--- config.mk ---
export PLATFORM = sky130hd
export DESIGN_NAME = i2c_eeprom_byte_master
export DESIGN_NICKNAME = d
export VERILOG_FILES = /design/src/iebm_pkg.sv /design/src/iebm_front.sv /design/src/iebm_engine.sv /design/src/iebm_outq.sv /design/src/i2c_eeprom_byte_master.sv
export SDC_FILE = /design/constraint.sdc
export NUM_CORES = 1
export LEC_CHECK = 0
export BUFFER_PORTS_ARGS = -buffer_cell sky130_fd_sc_hd__buf_4
export CAP_MARGIN = 20
export CORE_ASPECT_RATIO = 0.8
export CORE_MARGIN = 4
export CORE_UTILIZATION = 65
export DETAILED_ROUTE_END_ITERATION = 7
export PLACE_DENSITY = 0.85
export SYNTH_ARGS = -nofsm -noshare
export SYNTH_HDL_FRONTEND = slang
export SYNTH_SLANG_ARGS = --single-unit
export TNS_END_PERCENT = 100
--- constraint.sdc ---
create_clock -name clk -period 12.2 [get_ports clk]
set_clock_uncertainty 0.05 [all_clocks]
set_input_delay 2.44 -clock clk [delete_from_list [all_inputs] [get_ports clk]]
set_output_delay 2.44 -clock clk [all_outputs]
set_load 0.01 [all_outputs]
--- src/iebm_pkg.sv ---
// ----------------------------------------------------------------------------
// iebm_pkg
// Shared types and constants for the I2C EEPROM byte master.
// ----------------------------------------------------------------------------
package iebm_pkg;

  // configuration register indexes
  localparam logic [1:0] CFG_DEV_ADDR   = 2'd0;
  localparam logic [1:0] CFG_PHASE_TCKS = 2'd1;
  localparam logic [1:0] CFG_WAIT_TCKS  = 2'd2;

  // raw request codes on the input
  localparam logic [1:0] MODE_TICK  = 2'd0;
  localparam logic [1:0] MODE_WRITE = 2'd1;
  localparam logic [1:0] MODE_READ  = 2'd2;

  localparam logic [6:0]  DEV_ADDR_RST   = 7'h50;
  localparam logic [15:0] PHASE_TCKS_RST = 16'd100;
  localparam logic [23:0] WAIT_TCKS_RST  = 24'd500000;

  typedef enum logic [1:0] {
    REQ_TICK  = 2'd0,
    REQ_WRITE = 2'd1,
    REQ_READ  = 2'd2
  } req_t;

  typedef enum logic [3:0] {
    PH_IDLE   = 4'd0,
    PH_START1 = 4'd1,
    PH_DEV_W  = 4'd2,
    PH_ACK1   = 4'd3,
    PH_MEM    = 4'd4,
    PH_ACK2   = 4'd5,
    PH_DATA   = 4'd6,
    PH_ACK3   = 4'd7,
    PH_START2 = 4'd8,
    PH_DEV_R  = 4'd9,
    PH_ACK4   = 4'd10,
    PH_RECV   = 4'd11,
    PH_NACK   = 4'd12,
    PH_STOP   = 4'd13,
    PH_WAIT   = 4'd14,
    PH_DONE   = 4'd15
  } phase_t;

  typedef struct packed {
    logic [6:0]  device_address;
    logic [15:0] phase_ticks;
    logic [23:0] write_wait_ticks;
  } cfg_t;

  typedef struct packed {
    req_t       kind;
    logic [7:0] mem_addr;
    logic [7:0] write_data;
    logic       sda_in;
  } item_t;

  typedef struct packed {
    logic       scl_out;
    logic       sda_out;
    logic       busy_res;
    logic       done_res;
    logic       ack_error;
    logic [7:0] read_data;
  } res_t;

endpackage

--- src/iebm_front.sv ---
// ----------------------------------------------------------------------------
// iebm_front
// Input side: decodes the request code and queues items for the engine.
// ----------------------------------------------------------------------------
module iebm_front
  import iebm_pkg::*;
(
  input  logic       clk,
  input  logic       rst_n,
  input  logic       in_valid,
  output logic       in_ready,
  input  logic [1:0] in_mode,
  input  logic [7:0] in_mem_addr,
  input  logic [7:0] in_write_data,
  input  logic       in_sda_in,
  output logic       q_valid,
  output item_t      q_item,
  input  logic       q_ready
);

  item_t      mem_r [2];
  logic       wr_ptr_r, wr_ptr_nxt;
  logic       rd_ptr_r, rd_ptr_nxt;
  logic [1:0] count_r, count_nxt;
  logic       push, pop;
  item_t      item_in;

  always_comb begin
    case (in_mode)
      MODE_WRITE: item_in.kind = REQ_WRITE;
      MODE_READ:  item_in.kind = REQ_READ;
      MODE_TICK:  item_in.kind = REQ_TICK;
      default:    item_in.kind = REQ_TICK;   // unused code: plain tick
    endcase
    item_in.mem_addr   = in_mem_addr;
    item_in.write_data = in_write_data;
    item_in.sda_in     = in_sda_in;
  end

  assign in_ready = (count_r != 2'd2);
  assign q_valid  = (count_r != 2'd0);
  assign q_item   = mem_r[rd_ptr_r];
  assign push     = in_valid && in_ready;
  assign pop      = q_valid && q_ready;

  always_comb begin
    wr_ptr_nxt = push ? ~wr_ptr_r : wr_ptr_r;
    rd_ptr_nxt = pop ? ~rd_ptr_r : rd_ptr_r;
    count_nxt  = count_r + {1'b0, push} - {1'b0, pop};
  end

  always_ff @(posedge clk) begin
    if (!rst_n) begin
      wr_ptr_r <= 1'b0;
      rd_ptr_r <= 1'b0;
      count_r  <= 2'd0;
    end else begin
      wr_ptr_r <= wr_ptr_nxt;
      rd_ptr_r <= rd_ptr_nxt;
      count_r  <= count_nxt;
    end
  end

  always_ff @(posedge clk) begin
    if (push) begin
      mem_r[wr_ptr_r] <= item_in;
    end
  end

endmodule

--- src/iebm_engine.sv ---
// ----------------------------------------------------------------------------
// iebm_engine
// Bus sequencer: advances the I2C transfer by one tick per queued item.
// ----------------------------------------------------------------------------
module iebm_engine
  import iebm_pkg::*;
(
  input  logic  clk,
  input  logic  rst_n,
  input  cfg_t  cfg,
  input  logic  item_valid,
  input  item_t item,
  output logic  item_ready,
  output logic  res_valid,
  output res_t  res,
  input  logic  res_ready
);

  phase_t      phase_r, phase_nxt;
  logic [1:0]  step_r, step_nxt;
  logic [2:0]  bit_cnt_r, bit_cnt_nxt;
  logic [7:0]  shift_r, shift_nxt;
  logic [23:0] tick_r, tick_nxt;
  logic        is_read_r, is_read_nxt;
  logic [7:0]  held_addr_r, held_addr_nxt;
  logic [7:0]  held_data_r, held_data_nxt;
  logic        scl_r, scl_nxt;
  logic        sda_r, sda_nxt;
  logic        err_r, err_nxt;
  logic [7:0]  last_rd_r, last_rd_nxt;
  logic        done_nxt;
  logic        step_en;
  logic [15:0] pt_m1;
  logic [7:0]  dev_w;

  assign step_en    = item_valid && res_ready;
  assign item_ready = res_ready;
  assign res_valid  = step_en;

  // zero phase ticks behaves as one
  assign pt_m1 = (cfg.phase_ticks == 16'd0) ? 16'd0 : cfg.phase_ticks - 16'd1;
  assign dev_w = {cfg.device_address, 1'b0};

  always_comb begin
    logic fin;
    fin           = 1'b0;
    phase_nxt     = phase_r;
    step_nxt      = step_r;
    bit_cnt_nxt   = bit_cnt_r;
    shift_nxt     = shift_r;
    tick_nxt      = tick_r;
    is_read_nxt   = is_read_r;
    held_addr_nxt = held_addr_r;
    held_data_nxt = held_data_r;
    scl_nxt       = scl_r;
    sda_nxt       = sda_r;
    err_nxt       = err_r;
    last_rd_nxt   = last_rd_r;
    done_nxt      = 1'b0;

    if (step_en) begin
      if (phase_r == PH_IDLE && (item.kind == REQ_WRITE || item.kind == REQ_READ)) begin
        held_addr_nxt = item.mem_addr;
        held_data_nxt = item.write_data;
        is_read_nxt   = (item.kind == REQ_READ);
        err_nxt       = 1'b0;
        phase_nxt     = PH_START1;
        step_nxt      = 2'd0;
        bit_cnt_nxt   = 3'd0;
        tick_nxt      = 24'd0;
      end

      if (phase_nxt != PH_IDLE) begin
        if (tick_nxt != 24'd0) begin
          tick_nxt = tick_nxt - 24'd1;
        end else begin
          tick_nxt = {8'd0, pt_m1};
          case (phase_nxt)
            PH_START1, PH_START2: begin
              if (step_nxt == 2'd0) begin
                sda_nxt  = 1'b1;
                scl_nxt  = 1'b1;
                step_nxt = 2'd1;
              end else if (step_nxt == 2'd1) begin
                sda_nxt  = 1'b0;
                step_nxt = 2'd2;
              end else begin
                scl_nxt     = 1'b0;
                step_nxt    = 2'd0;
                bit_cnt_nxt = 3'd0;
                if (phase_nxt == PH_START1) begin
                  phase_nxt = PH_DEV_W;
                  shift_nxt = dev_w;
                end else begin
                  phase_nxt = PH_DEV_R;
                  shift_nxt = dev_w | 8'h01;
                end
              end
            end
            PH_DEV_W, PH_MEM, PH_DATA, PH_DEV_R: begin
              if (step_nxt == 2'd0) begin
                scl_nxt  = 1'b0;
                sda_nxt  = shift_nxt[7];
                step_nxt = 2'd1;
              end else begin
                scl_nxt   = 1'b1;
                shift_nxt = {shift_nxt[6:0], 1'b0};
                step_nxt  = 2'd0;
                if (bit_cnt_nxt == 3'd7) begin
                  bit_cnt_nxt = 3'd0;
                  case (phase_nxt)
                    PH_DEV_W: phase_nxt = PH_ACK1;
                    PH_MEM:   phase_nxt = PH_ACK2;
                    PH_DATA:  phase_nxt = PH_ACK3;
                    default:  phase_nxt = PH_ACK4;
                  endcase
                end else begin
                  bit_cnt_nxt = bit_cnt_nxt + 3'd1;
                end
              end
            end
            PH_ACK1, PH_ACK2, PH_ACK3, PH_ACK4: begin
              if (step_nxt == 2'd0) begin
                scl_nxt  = 1'b0;
                sda_nxt  = 1'b1;
                step_nxt = 2'd1;
              end else if (step_nxt == 2'd1) begin
                scl_nxt  = 1'b1;
                step_nxt = 2'd2;
              end else if (item.sda_in) begin
                // no acknowledge: abort, first stop edge on this tick
                err_nxt   = 1'b1;
                sda_nxt   = 1'b0;
                scl_nxt   = 1'b1;
                phase_nxt = PH_STOP;
                step_nxt  = 2'd1;
              end else begin
                scl_nxt  = 1'b0;
                step_nxt = 2'd0;
                case (phase_nxt)
                  PH_ACK1: begin
                    phase_nxt   = PH_MEM;
                    bit_cnt_nxt = 3'd0;
                    shift_nxt   = held_addr_nxt;
                  end
                  PH_ACK2: begin
                    if (is_read_nxt) begin
                      phase_nxt = PH_START2;
                    end else begin
                      phase_nxt   = PH_DATA;
                      bit_cnt_nxt = 3'd0;
                      shift_nxt   = held_data_nxt;
                    end
                  end
                  PH_ACK3: phase_nxt = PH_STOP;
                  default: begin
                    phase_nxt   = PH_RECV;
                    bit_cnt_nxt = 3'd0;
                    shift_nxt   = 8'd0;
                  end
                endcase
              end
            end
            PH_RECV: begin
              if (step_nxt == 2'd0) begin
                scl_nxt  = 1'b1;
                step_nxt = 2'd1;
              end else begin
                shift_nxt = {shift_nxt[6:0], item.sda_in};
                scl_nxt   = 1'b0;
                step_nxt  = 2'd0;
                if (bit_cnt_nxt == 3'd7) begin
                  bit_cnt_nxt = 3'd0;
                  phase_nxt   = PH_NACK;
                end else begin
                  bit_cnt_nxt = bit_cnt_nxt + 3'd1;
                end
              end
            end
            PH_NACK: begin
              if (step_nxt == 2'd0) begin
                scl_nxt  = 1'b0;
                step_nxt = 2'd1;
              end else if (step_nxt == 2'd1) begin
                sda_nxt  = 1'b1;
                step_nxt = 2'd2;
              end else begin
                scl_nxt   = 1'b1;
                phase_nxt = PH_STOP;
                step_nxt  = 2'd0;
              end
            end
            PH_STOP: begin
              if (step_nxt == 2'd0) begin
                sda_nxt  = 1'b0;
                scl_nxt  = 1'b1;
                step_nxt = 2'd1;
              end else begin
                sda_nxt   = 1'b1;
                step_nxt  = 2'd0;
                phase_nxt = (is_read_nxt || err_nxt) ? PH_DONE : PH_WAIT;
              end
            end
            PH_WAIT: begin
              if (cfg.write_wait_ticks == 24'd0) begin
                fin = 1'b1;
              end else begin
                tick_nxt  = cfg.write_wait_ticks - 24'd1;
                phase_nxt = PH_DONE;
                step_nxt  = 2'd0;
              end
            end
            default: fin = 1'b1;
          endcase

          if (fin) begin
            if (is_read_nxt && !err_nxt) begin
              last_rd_nxt = shift_nxt;
            end
            phase_nxt = PH_IDLE;
            step_nxt  = 2'd0;
            tick_nxt  = 24'd0;
            done_nxt  = 1'b1;
          end
        end
      end
    end
  end

  always_comb begin
    res.scl_out   = scl_nxt;
    res.sda_out   = sda_nxt;
    res.busy_res  = (phase_nxt != PH_IDLE);
    res.done_res  = done_nxt;
    res.ack_error = err_nxt;
    res.read_data = last_rd_nxt;
  end

  always_ff @(posedge clk) begin
    if (!rst_n) begin
      phase_r     <= PH_IDLE;
      step_r      <= 2'd0;
      bit_cnt_r   <= 3'd0;
      shift_r     <= 8'd0;
      tick_r      <= 24'd0;
      is_read_r   <= 1'b0;
      held_addr_r <= 8'd0;
      held_data_r <= 8'd0;
      scl_r       <= 1'b1;
      sda_r       <= 1'b1;
      err_r       <= 1'b0;
      last_rd_r   <= 8'd0;
    end else begin
      phase_r     <= phase_nxt;
      step_r      <= step_nxt;
      bit_cnt_r   <= bit_cnt_nxt;
      shift_r     <= shift_nxt;
      tick_r      <= tick_nxt;
      is_read_r   <= is_read_nxt;
      held_addr_r <= held_addr_nxt;
      held_data_r <= held_data_nxt;
      scl_r       <= scl_nxt;
      sda_r       <= sda_nxt;
      err_r       <= err_nxt;
      last_rd_r   <= last_rd_nxt;
    end
  end

endmodule

--- src/iebm_outq.sv ---
// ----------------------------------------------------------------------------
// iebm_outq
// Result buffer: two-entry queue between the engine and the output channel.
// ----------------------------------------------------------------------------
module iebm_outq
  import iebm_pkg::*;
(
  input  logic       clk,
  input  logic       rst_n,
  input  logic       res_valid,
  input  res_t       res,
  output logic       res_ready,
  output logic       out_valid,
  input  logic       out_ready,
  output logic       out_scl_out,
  output logic       out_sda_out,
  output logic       out_busy_res,
  output logic       out_done_res,
  output logic       out_ack_error,
  output logic [7:0] out_read_data
);

  res_t       mem_r [2];
  logic       wr_ptr_r, wr_ptr_nxt;
  logic       rd_ptr_r, rd_ptr_nxt;
  logic [1:0] count_r, count_nxt;
  logic       push, pop;
  res_t       head;

  assign res_ready = (count_r != 2'd2);
  assign out_valid = (count_r != 2'd0);
  assign push      = res_valid && res_ready;
  assign pop       = out_valid && out_ready;
  assign head      = mem_r[rd_ptr_r];

  assign out_scl_out   = head.scl_out;
  assign out_sda_out   = head.sda_out;
  assign out_busy_res  = head.busy_res;
  assign out_done_res  = head.done_res;
  assign out_ack_error = head.ack_error;
  assign out_read_data = head.read_data;

  always_comb begin
    wr_ptr_nxt = push ? ~wr_ptr_r : wr_ptr_r;
    rd_ptr_nxt = pop ? ~rd_ptr_r : rd_ptr_r;
    count_nxt  = count_r + {1'b0, push} - {1'b0, pop};
  end

  always_ff @(posedge clk) begin
    if (!rst_n) begin
      wr_ptr_r <= 1'b0;
      rd_ptr_r <= 1'b0;
      count_r  <= 2'd0;
    end else begin
      wr_ptr_r <= wr_ptr_nxt;
      rd_ptr_r <= rd_ptr_nxt;
      count_r  <= count_nxt;
    end
  end

  always_ff @(posedge clk) begin
    if (push) begin
      mem_r[wr_ptr_r] <= res;
    end
  end

endmodule

--- src/i2c_eeprom_byte_master.sv ---
// ----------------------------------------------------------------------------
// i2c_eeprom_byte_master
// I2C master for single-byte EEPROM writes and reads, one tick per item.
// ----------------------------------------------------------------------------
//  channel  direction  handshake            payload
//  in       input      in_valid/in_ready    mode, mem_addr, write_data, sda_in
//  out      output     out_valid/out_ready  scl, sda, busy, done, ack_error, read_data
//  cfg      input      cfg_valid/cfg_ready  cfg_index, cfg_data
//
//  One item accepted and one result produced per cycle when neither side stalls.
//  An accepted item is registered in the input queue, then in the result queue, before its result is valid.
//  The sequencer steps only when the result queue has room; both queues are two deep.
//  Synchronous active-low reset; config writes are always accepted.
// ----------------------------------------------------------------------------
module i2c_eeprom_byte_master
  import iebm_pkg::*;
(
  input  logic        clk,
  input  logic        rst_n,
  input  logic        in_valid,
  output logic        in_ready,
  input  logic [1:0]  in_mode,
  input  logic [7:0]  in_mem_addr,
  input  logic [7:0]  in_write_data,
  input  logic        in_sda_in,
  output logic        out_valid,
  input  logic        out_ready,
  output logic        out_scl_out,
  output logic        out_sda_out,
  output logic        out_busy_res,
  output logic        out_done_res,
  output logic        out_ack_error,
  output logic [7:0]  out_read_data,
  input  logic        cfg_valid,
  output logic        cfg_ready,
  input  logic [1:0]  cfg_index,
  input  logic [23:0] cfg_data
);

  cfg_t  cfg_r, cfg_nxt;
  logic  q_valid, q_ready;
  item_t q_item;
  logic  res_valid, res_ready;
  res_t  res;

  assign cfg_ready = 1'b1;

  always_comb begin
    cfg_nxt = cfg_r;
    if (cfg_valid) begin
      case (cfg_index)
        CFG_DEV_ADDR:   cfg_nxt.device_address   = cfg_data[6:0];
        CFG_PHASE_TCKS: cfg_nxt.phase_ticks      = cfg_data[15:0];
        CFG_WAIT_TCKS:  cfg_nxt.write_wait_ticks = cfg_data;
        default:        cfg_nxt = cfg_r;
      endcase
    end
  end

  always_ff @(posedge clk) begin
    if (!rst_n) begin
      cfg_r.device_address   <= DEV_ADDR_RST;
      cfg_r.phase_ticks      <= PHASE_TCKS_RST;
      cfg_r.write_wait_ticks <= WAIT_TCKS_RST;
    end else begin
      cfg_r <= cfg_nxt;
    end
  end

  iebm_front u_front (
    .clk           (clk),
    .rst_n         (rst_n),
    .in_valid      (in_valid),
    .in_ready      (in_ready),
    .in_mode       (in_mode),
    .in_mem_addr   (in_mem_addr),
    .in_write_data (in_write_data),
    .in_sda_in     (in_sda_in),
    .q_valid       (q_valid),
    .q_item        (q_item),
    .q_ready       (q_ready)
  );

  iebm_engine u_engine (
    .clk        (clk),
    .rst_n      (rst_n),
    .cfg        (cfg_r),
    .item_valid (q_valid),
    .item       (q_item),
    .item_ready (q_ready),
    .res_valid  (res_valid),
    .res        (res),
    .res_ready  (res_ready)
  );

  iebm_outq u_outq (
    .clk           (clk),
    .rst_n         (rst_n),
    .res_valid     (res_valid),
    .res           (res),
    .res_ready     (res_ready),
    .out_valid     (out_valid),
    .out_ready     (out_ready),
    .out_scl_out   (out_scl_out),
    .out_sda_out   (out_sda_out),
    .out_busy_res  (out_busy_res),
    .out_done_res  (out_done_res),
    .out_ack_error (out_ack_error),
    .out_read_data (out_read_data)
  );

endmodule
# Word level (Yosys, flattened, before mapping)

Memory sizes are Yosys's and may differ from the RTL's. A register that Yosys moved wholly into a read port is not among the register bits.
Cells that the tools add are included.

Bits in registers: 124
Bits in writable memories: 64
Output and inout bits: 16
Bits of input ports: 50
Word-level logic and storage cells: 226
Memories: 2

Reductions and logical operators: 30
Mux-type cells: 136
Bitwise gates (word level): 5
Equal/unequal tests: 24
Add/sub/neg operators: 8

Memory list:

| name          | depth | bits a word | rd ports | clocked after Yosys merged registers in | wr ports | line             | RTL |
|---|---|---|---|---|---|---|---|
| u_front.mem_r | 2     | 19          | 1        | 1                                       | 1        | iebm_front.sv:21 | `item_t mem_r [2];` |
| u_outq.mem_r  | 2     | 13          | 1        | 1                                       | 1        | iebm_outq.sv:23  | `res_t mem_r [2];` |

Operator list:

| operator                | count |
|---|---|
| $mux W24                | 7 |
| $mux W8                 | 15 |
| $mux W4                 | 21 |
| $mux W1                 | 58 |
| $sub A24 B1 Y24 const B | 2 |
| $mux W3                 | 12 |
| $pmux W8 S4             | 1 |
| $eq A4 B4 Y1 const B    | 7 |
| $pmux W4 S7             | 1 |
| $logic_not A24 Y1       | 1 |
| $pmux W4 S3             | 2 |
| $pmux W8 S3             | 1 |
| $reduce_bool A24 Y1     | 1 |
| $mux W2                 | 10 |
| $eq A4 B3 Y1 const B    | 4 |
| $logic_not A16 Y1       | 1 |
| $mux W16                | 1 |
| $sub A16 B1 Y16 const B | 1 |
| $reduce_or A13 Y1       | 1 |
| $pmux W3 S3             | 1 |
| $eq A2 B1 Y1 const B    | 4 |
| $eq A4 B2 Y1 const B    | 2 |
| $pmux W2 S4             | 1 |
| $reduce_bool A4 Y1      | 2 |
| 26 further kinds        | 46 |

# Logic depth before layout (Yosys ltp)

Depth after elaboration: 19
Mapped depth: 21
Mapped depth without buffers: 14

# Cells and area by module

Synthesis repeated with hierarchy kept, for this count alone.

Cells, all modules: 1074
Area total of the unflattened synthesis: 10089.7 µm²

Modules (own cells, without submodules):

| module                 | times used | sequential area each (µm²) | area an instance (µm²) | cells each |
|---|---|---|---|---|
| iebm_engine            | 1          | 1381.3                     | 5372.7                 | 733 |
| i2c_eeprom_byte_master | 1          | 940.9                      | 1894.3                 | 187 |
| iebm_front             | 1          | 1241.2                     | 1649.1                 | 90 |
| iebm_outq              | 1          | 880.8                      | 1173.6                 | 64 |

# Worst setup path before layout

Ideal clock, no wire load.

Path kind: register to register
From: register with a tool-made name
To: memory u_outq.mem_r[0][10] (netlist bit), data pin
Setup time: 0.277 ns
Stages on the path, launching flop included: 22
Data arrival time: 5.056 ns
Slack: 6.817 ns
Clock period less this slack: 5.383 ns
Buffers on the path: 8
Required time: 11.873 ns
Cell sequence: dfxtp_1 clkbuf_1 buf_1 clkbuf_1 mux2_2 ha_1 clkbuf_1 clkinv_1 nand2_1 clkbuf_1 clkbuf_1 nand2_1 ha_1 clkbuf_1 nor3b_1 and4b_1 o21a_1 clkbuf_1 nand3_1 o211ai_1 a22oi_1 nand4_1

RTL lines:

| what             | line |
|---|---|
| end: declaration | iebm_outq.sv:23 |

==> out/qor.yml <==
power:
  power_switching_w: 0.00118
  power_frac_seq_pct: 32.4
  p_per_area_nw_per_um2: 240
  p_int_w: 0.00152
  switching_share_pct: 43.8
  vdd_drop_max_mv: 0.146
  combinationalPowerShare_pct: 46.4
  pwr-share-clk_pct: 21.3
  power.static_leakage_nw: 4.09
  total_power_w: 0.00270
route:
  drcViolationCount: 0
  firstDrtPassIters: 7
  wl_um: 28100
  antenna_left: 0
  via_per_inst: 6.64
  drt_iter0_drc: 1310
  avgRoutedWirePerCell_um: 20.0
  detailroute.via_count: 9338
floorplan:
  ioPinCount: 66
  dieArea_um2: 17500
  core_area_um2: 15100
  rows: 40
  die_y_um: 119
  fp.dieW_um: 147
  start_util_pct: 66.5
setup_path:
  startpoint_type: "flop"
  cp-end-kind: "flop"
  crit_chain: "buf_4 > mux2_2 > ha_1 > clkinv_1 > nand2_1 > nand2_1 > ha_1 > nor3b_1 > and4b_1 > o21a_1 > and3_1 > a21oi_1 > o31a_1 > nand4_1"
  reg2reg_setup_slack_ps: 7170
  rr_endpoint: "u_outq.mem_r[1][10]$_DFFE_PP_"
  critPathKind: "reg -> reg"
  crit_fanout: 26
  cpPeakStageDelay_ps: 720
  slowest_stage: "ha_1"
  cp.required_ps: 12320
  arrival_ps: 5140
  reg2reg_depth: 14
global_routing:
  grt_max_degree: 57
  grt.overflow.total: 0
  antenna_found_initial: 0
  grt_pass1_wl_um: 45000
  grt_pass1_vias: 8490
  grt_use_total_pct: 32.0
synth:
  synthMuxAreaShare_pct: 5.66
  syn-cell-area_um2: 10000
  synthTopCellsByArea: "dfxtp_1 (25%), edfxtp_1 (19%), nand2_1 (6.1%)"
  ys_warn_count: 0
  synth_edf_count: 64
  syn_nets: 1218
  yosysTopAreaCell: "dfxtp_1"
  ys_seq_area_share_pct: 44.4
  synth_area_per_cell_um2: 8.65
  synth_adder_area_share_pct: 1.25
  synth_compound_area_share_pct: 19.8
  synth_top_family_by_area: "simple AND/OR/NAND/NOR gates"
  yosys.area_share.xor_xnor_pct: 4.02
  synth_common_cells: "nand2_1 (164), dfxtp_1 (126), nor2_1 (108)"
  synthDistinctLibCells: 76
  ys_ff_latch: 190
  netlist.area_leader.share_pct: 25.2
  async_flop_share_pct: 0
  synth-simple-area-share_pct: 21.0
  yosysMostFrequentCell: "nand2_1"
  synthFlopType: "dfxtp_1"
  syn_inst: 1158
sta:
  finalSetupTns_ps: 0
  drv_slew: 0
  fin_crit_sh_pct: 41.2
  finalHoldViolCount: 0
  tightest_slew_ps: 1020
  maxSlewHeadroom_pct: 31.6
  maxClockFrequency_mhz: 199
  setup_viol: 0
  final.min_clock_period_ps: 5030
  rsz0062_at_grt: "no"
layout:
  area_growth_pct: 12.3
  nets: 1243
  diodes: 0
  drive_gt1_share_pct: 13.1
clock_network:
  clk_latency_ps: 440
  cts_tree: "yes"
  clock-sinks: 190
  cts-root-buf: "clkbuf_16"
  cts_resized: 0
  numCtsBuffers: 17
  h-tree-depth: 4
  postCtsSetupBuffers: 0
  path_clk_slew_ps: 80
  clock_path_buffers: 2
  ctsHoldBuffers: 0
hold_path:
  hold_class: "reg -> reg"
  hp-start: "u_engine.held_data_r[4]$_SDFFE_PN0P_"
  holdPathStages: 2
  hold_end: "u_engine.held_data_r[4]$_SDFFE_PN0P_"
job:
  cap_violations: 0
placement:
  hpwlAfterDp_um: 18900
  place.gp.congestion: 1.02
  io_buffers: 64
outcome:
  status: "finished, final reports clean"
## worst max-delay path by stage
stage	endpoint	slack [ps]	startpoint
floorplan	u_outq.mem_r[0][10]$_DFFE_PP_	6820	flop
global placement	u_outq.mem_r[0][10]$_DFFE_PP_	7550	flop
detailed placement	u_outq.mem_r[0][10]$_DFFE_PP_	7410	flop
CTS	u_outq.mem_r[1][10]$_DFFE_PP_	7340	flop
global route	u_outq.mem_r[0][10]$_DFFE_PP_	6980	flop
finish	u_outq.mem_r[1][10]$_DFFE_PP_	7170	flop
## power groups by stage
stage / Combinational [W] / Sequential, W / Clock (W)
2_1_floorplan: 0.000881 / 0.000853 / 0
3_3_place_gp: 0.00117 / 0.000879 / 0
3_5_place_dp: 0.00119 / 0.000883 / 0
4_1_cts: 0.00121 / 0.000871 / 0.000576
5_1_grt: 0.00136 / 0.000887 / 0.000606
6_report: 0.00125 / 0.000874 / 0.000574
## critical path, delay by kind of cell (launching register included)
kind | cells | cell delay (ps)
AO/OA/AOI/OAI | 3 | 880
flip-flops | 1 | 310
adder cells (fa/ha/maj) | 2 | 1030
buffers and inverters | 2 | 790
AND/OR/NAND/NOR | 6 | 1280
multiplexers | 1 | 390
## cells by family after synthesis
logic type	after synthesis
compound gates	316
buf+inv	98
xor+xnor	46
fa+ha+maj	10
simple gates	446
mux	51
other cells	1
flops	190
## sequential cells by signal (all words and copies together) (netlist names), named ones only
register,cells
cfg_r,47
u_front.count_r,2
u_engine.last_rd_r,8
u_outq.rd_ptr_r,1
u_front.wr_ptr_r,1
u_engine.held_addr_r,8
u_engine.held_data_r,8
u_engine.bit_cnt_r,3
u_engine.err_r,1
u_engine.sda_r,1
u_engine.shift_r,8
u_engine.tick_r,24
u_engine.scl_r,1
u_outq.count_r,2
u_engine.step_r,2
u_front.mem_r,38
u_outq.wr_ptr_r,1
u_front.rd_ptr_r,1
u_engine.is_read_r,1
u_outq.mem_r,26
u_engine.phase_r,4
## per-stage QoR
step                      utilization, %  cell area [um2]  hold slack, ps  instances  worst slack (ps)
after floorplan                        -            10000             386       1158              6820
after global placement              70.3            10600             405       1372              7550
after detailed placement            70.3            10600             409       1372              7410
after CTS                           74.6            11200             419       1404              7340
after global routing                74.7            11300             448       1406              6980
final                               74.7            11300             420       1406              7170
## cell usage in the layout (no fill, tap or decap), drive strengths merged, types with 11 or more instances in the layout
cell,netlist,final
or4,11,11
nor3,37,37
or3,13,13
nand3,30,30
o22ai,14,14
nor4,15,15
o21ai,80,80
a31oi,11,11
xor2,18,18
a211oi,22,22
buf,10,83
mux2,24,24
mux2i,27,27
edfxtp,64,64
and2,19,19
clkbuf,67,17
inv,19,26
nor2,108,108
nand2,164,164
a21oi,101,101
xnor2,28,28
dfxtp,126,126
## routing by layer
layer	GRT usage [%]	up-vias	part of all wire [%]	routed length, um
met5	0	-	0	0
met4	10.9	0	2.4	686
met3	9.24	68	12	3430
met2	45.8	604	43	12100
met1	46.3	4382	42	11800
li1	-	4284	-	-
## layout make-up
| type | count | area [um2] |
|---|---|---|
| Multi-Input combinational cell | 870 | 5200 |
| Sequential cell | 190 | 4440 |
| Fill cell | 1097 | 3810 |
| Timing Repair Buffer | 83 | 628 |
| Clock buffer | 17 | 425 |
| Tap cell | 210 | 263 |
| Clock inverter | 15 | 210 |
| Inverter | 21 | 78.8 |
Power figures use the tool's default switching activity.
